**config.mk**
```make
export PLATFORM = sky130hd
export DESIGN_NAME = dba_div
export DESIGN_NICKNAME = d
export VERILOG_FILES = /design/src/rtl/deadline_batch_admission_assert.svh /design/src/rtl/dba_pkg.sv /design/src/rtl/dba_div.sv
export SDC_FILE = /design/constraint.sdc
export NUM_CORES = 1
export LEC_CHECK = 0
export BUFFER_PORTS_ARGS = -buffer_cell sky130_fd_sc_hd__buf_2
export CAP_MARGIN = 15
export CORE_MARGIN = 5
export CORE_UTILIZATION = 40
export CTS_BUF_LIST = sky130_fd_sc_hd__clkbuf_2
export CTS_CLUSTER_DIAMETER = 100
export DETAILED_ROUTE_END_ITERATION = 16
export MAX_ROUTING_LAYER = met4
export PLACE_DENSITY_LB_ADDON = 0.25
export SETUP_SLACK_MARGIN = 0.5
export SYNTH_ARGS = -nofsm -noshare
export SYNTH_HDL_FRONTEND = slang
export SYNTH_SLANG_ARGS = --single-unit
```
**constraint.sdc**
```tcl
create_clock -name aclk -period 10.6 [get_ports aclk]
set_clock_uncertainty 0.15 [all_clocks]
set_input_delay 0.53 -clock aclk [delete_from_list [all_inputs] [get_ports aclk]]
set_output_delay 0.53 -clock aclk [all_outputs]
set_load 0.03 [all_outputs]
```
**src/rtl/deadline_batch_admission_assert.svh**
```systemverilog
// ----------------------------------------------------------------------------
// Assertion macros for deadline_batch_admission
// Wraps the clocking and reset guard shared by all checks in the block.
// ----------------------------------------------------------------------------
`ifndef DEADLINE_BATCH_ADMISSION_ASSERT_SVH
`define DEADLINE_BATCH_ADMISSION_ASSERT_SVH

// condition holds at every edge out of reset
`define DBA_ASSERT_ALWAYS(label, expr) \
    label: assert property (@(posedge aclk) disable iff (!aresetn) (expr)) \
        else $error("deadline_batch_admission: invariant violated");

// consequence holds in the same cycle as the antecedent
`define DBA_ASSERT_IMPLIES(label, ante, cons) \
    label: assert property (@(posedge aclk) disable iff (!aresetn) (ante) |-> (cons)) \
        else $error("deadline_batch_admission: implication violated");

// consequence holds in the cycle after the antecedent
`define DBA_ASSERT_NEXT(label, ante, cons) \
    label: assert property (@(posedge aclk) disable iff (!aresetn) (ante) |=> (cons)) \
        else $error("deadline_batch_admission: sequence violated");

`endif

```
**src/rtl/dba_pkg.sv**
```systemverilog
// ----------------------------------------------------------------------------
// dba_pkg
// Types, codes and helper functions for the deadline batch admission block.
// ----------------------------------------------------------------------------
package dba_pkg;

    localparam int QUEUE_DEPTH_DEF = 64;
    localparam int MAX_BATCH_DEF   = 16;
    localparam int NUM_EST         = 5;
    localparam int CFG_IDX_W       = 3;
    localparam int CFG_DATA_W      = 64;
    localparam int DIV_DVS_W       = 12;

    localparam logic [63:0] EST_RESET   = 64'd1000000;
    localparam logic [11:0] NCLK_RESET  = 12'd1000;
    localparam logic [4:0]  MASK_RESET  = 5'd31;

    localparam logic [CFG_IDX_W-1:0] CFG_EST_B1    = 3'd0;
    localparam logic [CFG_IDX_W-1:0] CFG_EST_B2    = 3'd1;
    localparam logic [CFG_IDX_W-1:0] CFG_EST_B4    = 3'd2;
    localparam logic [CFG_IDX_W-1:0] CFG_EST_B8    = 3'd3;
    localparam logic [CFG_IDX_W-1:0] CFG_EST_B16   = 3'd4;
    localparam logic [CFG_IDX_W-1:0] CFG_NOM_CLOCK = 3'd5;
    localparam logic [CFG_IDX_W-1:0] CFG_DL_OFFSET = 3'd6;
    localparam logic [CFG_IDX_W-1:0] CFG_SUP_MASK  = 3'd7;

    localparam logic MODE_ENQ = 1'b0;
    localparam logic MODE_TRY = 1'b1;
    localparam logic KIND_STRAT = 1'b0;
    localparam logic KIND_TRY   = 1'b1;

    typedef enum logic [2:0] {
        OC_OK       = 3'd0,
        OC_EMPTY    = 3'd1,
        OC_SERVED   = 3'd2,
        OC_UNFILLED = 3'd3,
        OC_BIGGER   = 3'd4,
        OC_LATE     = 3'd5,
        OC_FULL     = 3'd6
    } outcome_t;

    typedef enum logic [3:0] {
        ST_IDLE,
        ST_ENQ,
        ST_ENQ_SCAN,
        ST_ENQ_DIV,
        ST_ENQ_EMIT,
        ST_TRY_READ,
        ST_TRY_CMP,
        ST_TRY_RULE1,
        ST_TRY_RULE2,
        ST_TRY_DIV,
        ST_TRY_SUM,
        ST_TRY_LATE,
        ST_TRY_OUT
    } state_t;

    typedef struct packed {
        logic        mode;
        logic [63:0] arrival_time;
        logic [63:0] strategy_request_id;
        logic [4:0]  strategy_batch_size;
        logic [63:0] strategy_deadline;
        logic [63:0] free_at;
        logic [11:0] dev_clock;
    } in_item_t;

    typedef struct packed {
        logic        kind;
        logic [63:0] req_id;
        logic [4:0]  batch_len;
        logic [63:0] priority_res;
        logic [63:0] deadline;
        outcome_t    outcome;
        logic [63:0] exec_est;
        logic [6:0]  dropped_count;
        logic        last;
    } out_item_t;

    // largest power of two not above min(n, mb, 16); zero maps to zero
    function automatic logic [4:0] eff_size(input logic [15:0] n, input int mb);
        logic [15:0] m;
        logic [4:0]  p;
        m = (n > 16'(mb)) ? 16'(mb) : n;
        p = '0;
        for (int i = 0; i < 5; i++) begin
            if (m >= (16'd1 << i)) begin
                p = 5'd1 << i;
            end
        end
        return p;
    endfunction

    // estimate register index of a power-of-two size
    function automatic logic [2:0] est_index(input logic [4:0] e);
        logic [2:0] k;
        k = '0;
        for (int i = 0; i < 5; i++) begin
            if (e[i]) begin
                k = 3'(i);
            end
        end
        return k;
    endfunction

endpackage

```
**src/rtl/dba_div.sv**
```systemverilog
// ----------------------------------------------------------------------------
// dba_div
// Iterative 64 by 12 bit unsigned divider, four quotient bits per cycle.
// ----------------------------------------------------------------------------
module dba_div import dba_pkg::*; (
    input  logic                 aclk,
    input  logic                 aresetn,
    input  logic                 start,
    input  logic [63:0]          dividend,
    input  logic [DIV_DVS_W-1:0] divisor,
    output logic [63:0]          quotient,
    output logic                 done
);

    logic [63:0]          q_reg, q_next;
    logic [DIV_DVS_W-1:0] rem_reg, rem_next;
    logic [DIV_DVS_W-1:0] dvs_reg;
    logic [3:0]           cnt_reg;
    logic                 busy_reg;
    logic                 done_reg;

    // four restoring steps on the narrow remainder
    always_comb begin
        logic [DIV_DVS_W:0] t;
        q_next   = q_reg;
        rem_next = rem_reg;
        for (int j = 0; j < 4; j++) begin
            t      = {rem_next, q_next[63]};
            q_next = {q_next[62:0], 1'b0};
            if (t >= {1'b0, dvs_reg}) begin
                t         = t - {1'b0, dvs_reg};
                q_next[0] = 1'b1;
            end
            rem_next = t[DIV_DVS_W-1:0];
        end
    end

    always_ff @(posedge aclk) begin
        if (!aresetn) begin
            busy_reg <= 1'b0;
            done_reg <= 1'b0;
            cnt_reg  <= '0;
        end else begin
            done_reg <= 1'b0;
            if (start) begin
                busy_reg <= 1'b1;
                cnt_reg  <= '0;
            end else if (busy_reg) begin
                cnt_reg <= cnt_reg + 4'd1;
                if (cnt_reg == 4'd15) begin
                    busy_reg <= 1'b0;
                    done_reg <= 1'b1;
                end
            end
        end
    end

    always_ff @(posedge aclk) begin
        if (start) begin
            q_reg   <= dividend;
            rem_reg <= '0;
            dvs_reg <= divisor;
        end else if (busy_reg) begin
            q_reg   <= q_next;
            rem_reg <= rem_next;
        end
    end

    assign quotient = q_reg;
    assign done     = done_reg;

endmodule

```
==> impl_metrics.csv <==
group,metric,value,unit
final_layout,layout_commonest_cell,"buf_2",
global_route,gr-total-overflow,0,
cts,clock_latency,0.57,ns
logic_synthesis,synth_top_family_by_area,"multiplexers",
logic_synthesis,syn-num-nets,718,
setup_path,rr_startpoint,"dvs_reg[11]",
logic_synthesis,synth_area,0.006371,mm²
setup_path,crit_fanout,14,
logic_synthesis,synth-simple-area-share,0.1066,
final_layout,largest_reg_flops,64,
place,post_dp_cell_area,0.007295,mm²
cts,clockBufferDepth,2,
route,drt_wl_total,17.73,mm
cts,cts_buffers,9,
setup_path,cp_top_family,"compound AO/OA/AOI/OAI gates",
route,vias_per_cell,5.229,
cts,cts_root_buffer,"clkbuf_2",
logic_synthesis,synth_compound_area_frac,0.1214,
route,initialDrtViolationCount,315,
final_layout,fin_area,0.007776,mm²
setup_path,reg2reg_slack,1.15,ns
timing,fmax,105.8,MHz
global_route,grt_pass1_vias,5169,
logic_synthesis,synth.largest_area_cell,"edfxtp_1",
cts,tritoncts,"done",
final_layout,final_nets,894,
final_layout,drive_gt1_frac,0.3442,
logic_synthesis,synth_top_area_share,0.3582,
setup_path,crit_slowest_cell,"or4b_1",
timing,setup_violations,0,
setup_path,worstSetupStartpoint,"dvs_reg[11]",
logic_synthesis,synth-seq-cells,94,
logic_synthesis,synth_xor_xnor_area_share,0.05086,
final_layout,final_cell_mix,"buf_2 (142), mux2_2 (76), edfxtp_1 (76)",
job,maxCapViolations,0,
timing,finalCriticalPeriod,9.455,ns
route,drt_pass1_iterations,5,
place,portBuffers,143,
status,outcome,"finished, final reports clean",
logic_synthesis,synth_area_per_cell,10.87,µm²
logic_synthesis,synthFlopType,"edfxtp_1",
timing,drv_slew,0,
route,wire_per_inst,18.02,µm
setup_path,slowest_delay,0.55,ns
timing,fin_tns_setup,0,ns
route,route.detailed.drc,0,
timing,hold_viol,0,
setup_path,path_class,"reg2reg",
floorplanning,die_w,136.2,µm
global_route,grtUsageTotal,0.1868,
timing,rsz0062_at_grt,"false",
logic_synthesis,ys_async_sr_fraction,0,
timing,maxSlewHeadroom,0.3963,
cts,cts_sinks,94,
logic_synthesis,synth_mux_area_frac,0.1650,
logic_synthesis,synth_area_leaders,"edfxtp_1 (36%), mux2_2 (13%), ha_1 (9.6%)",
setup_path,worstSetupEndpointType,"flip-flop",
global_route,grt_pass1_wl,26.18,mm
place,hpwl,13.49,mm
worst_hold_path,min_path_type,"in2reg",
setup_path,cp.buffers_inverters,2,
timing,whs,0.09012,ns
timing,worst_pin_slew,0.9056,ns
floorplanning,initial_utilization,0.4040,
logic_synthesis,synthCells,586,
worst_hold_path,min-delay-start,"dividend[34]",
setup_path,start_kind,"flip-flop",
floorplanning,io_pins,144,
global_route,antenna_found_initial,0,
route,drtAntennaViolNets,0,
logic_synthesis,synth_cell_type_count,57,
floorplanning,core-area,0.01577,mm²
place,place_congestion,0.9586,
cts,clkSlewWorstSetupHoldPaths,0.30,ns
floorplanning,die_y,136.2,µm
route,vias,5145,
floorplanning,rows,46,
global_route,grt_max_degree,73,
final_layout,syn_to_final_growth,22.05,%
setup_path,arrival,9.79,ns
cts,h-tree-depth,3,
logic_synthesis,synthAdderAreaFrac,0.1088,
logic_synthesis,ys_seq_area_frac,0.4148,
setup_path,crit_top_cell,"ha_1",
setup_path,cp.required,10.94,ns
logic_synthesis,synth_edf_count,76,
timing,period_share,0.8920,
floorplanning,die-area,0.01855,mm²
logic_synthesis,yosysWarningCount,0,
## Yosys cell counts (2+ instances only)
master,count
edfxtp_1,76
mux2_2,76
ha_1,49
a21oi_1,44
nor2_1,41
inv_1,32
nand2_1,32
o21ai_0,28
xnor2_1,23
dfxtp_1,18
nor3_1,16
mux2i_1,15
xor2_1,14
clkbuf_1,11
nand3_1,8
nor2b_1,8
o21a_1,8
nand2b_1,7
nand4_1,7
o21ai_1,7
a211oi_1,5
nor4_1,5
buf_4,4
fa_1,4
mux2_1,4
o21bai_1,4
a21o_1,3
o31a_1,3
or3_1,3
a22o_1,2
or2_1,2
or2_2,2
## cell families after synthesis
| family | Yosys count |
|---|---|
| muxes | 95 |
| adders and majority gates | 53 |
| buffers and inverters | 49 |
| AOI/OAI and AO/OA | 119 |
| DFF | 94 |
| xor gates and xnor gates | 37 |
| and+or+nand+nor | 139 |
## worst paths after layout
kind	cells past startpoint	endpoint
max	35	rem_reg[2]
min	2	quotient[34]
max reg2reg	35	rem_reg[2]
min reg2reg	2	rem_reg[7]
## area by class of cell
type,count,area (µm²)
fill,1510,7994
sequential,94,2643
antenna,1,2.502
tap,216,270.3
inverter,32,123.9
timing repair buffer,182,1081
multi-input combinational,443,3542
clock buffer,9,45.04
clock inverter,7,68.82
## worst register-to-register path: cells and delay by family, from the launching register on
kind,cells,cell delay (ns)
AOI/OAI and AO/OA,18,3.90
adders and majority gates,4,1.27
buffers and inverters,2,0.26
DFF,1,0.42
muxes,2,0.64
and+or+nand+nor,9,2.77
## timing repair
item	4_1_cts	5_1_grt
resized for setup	2	7
endpoints found under the setup margin	1	13
pin swaps	0	0
buffers inserted	0	8
hold buffers	13	15
endpoints found under the hold margin	13	15
## metrics by stage
stage	instances	util	setup slack (ns)
4_1_cts	960	0.4785	0.5148
6_report	984	0.4931	1.145
3_5_place_dp	931	0.4626	0.5401
2_1_floorplan	586	-	1.568
5_1_grt	983	0.4929	0.5718
3_3_place_gp	931	0.4626	0.9929
## layer usage
layer  GRT usage  wire length, µm
met1      0.2356             7776
met2      0.3140             8933
met3     0.02739              634
met4     0.05263              389
met5           -                0
Power is not shown: default switching activity piles up to over one toggle a cycle in this logic, so the estimate is an artifact.
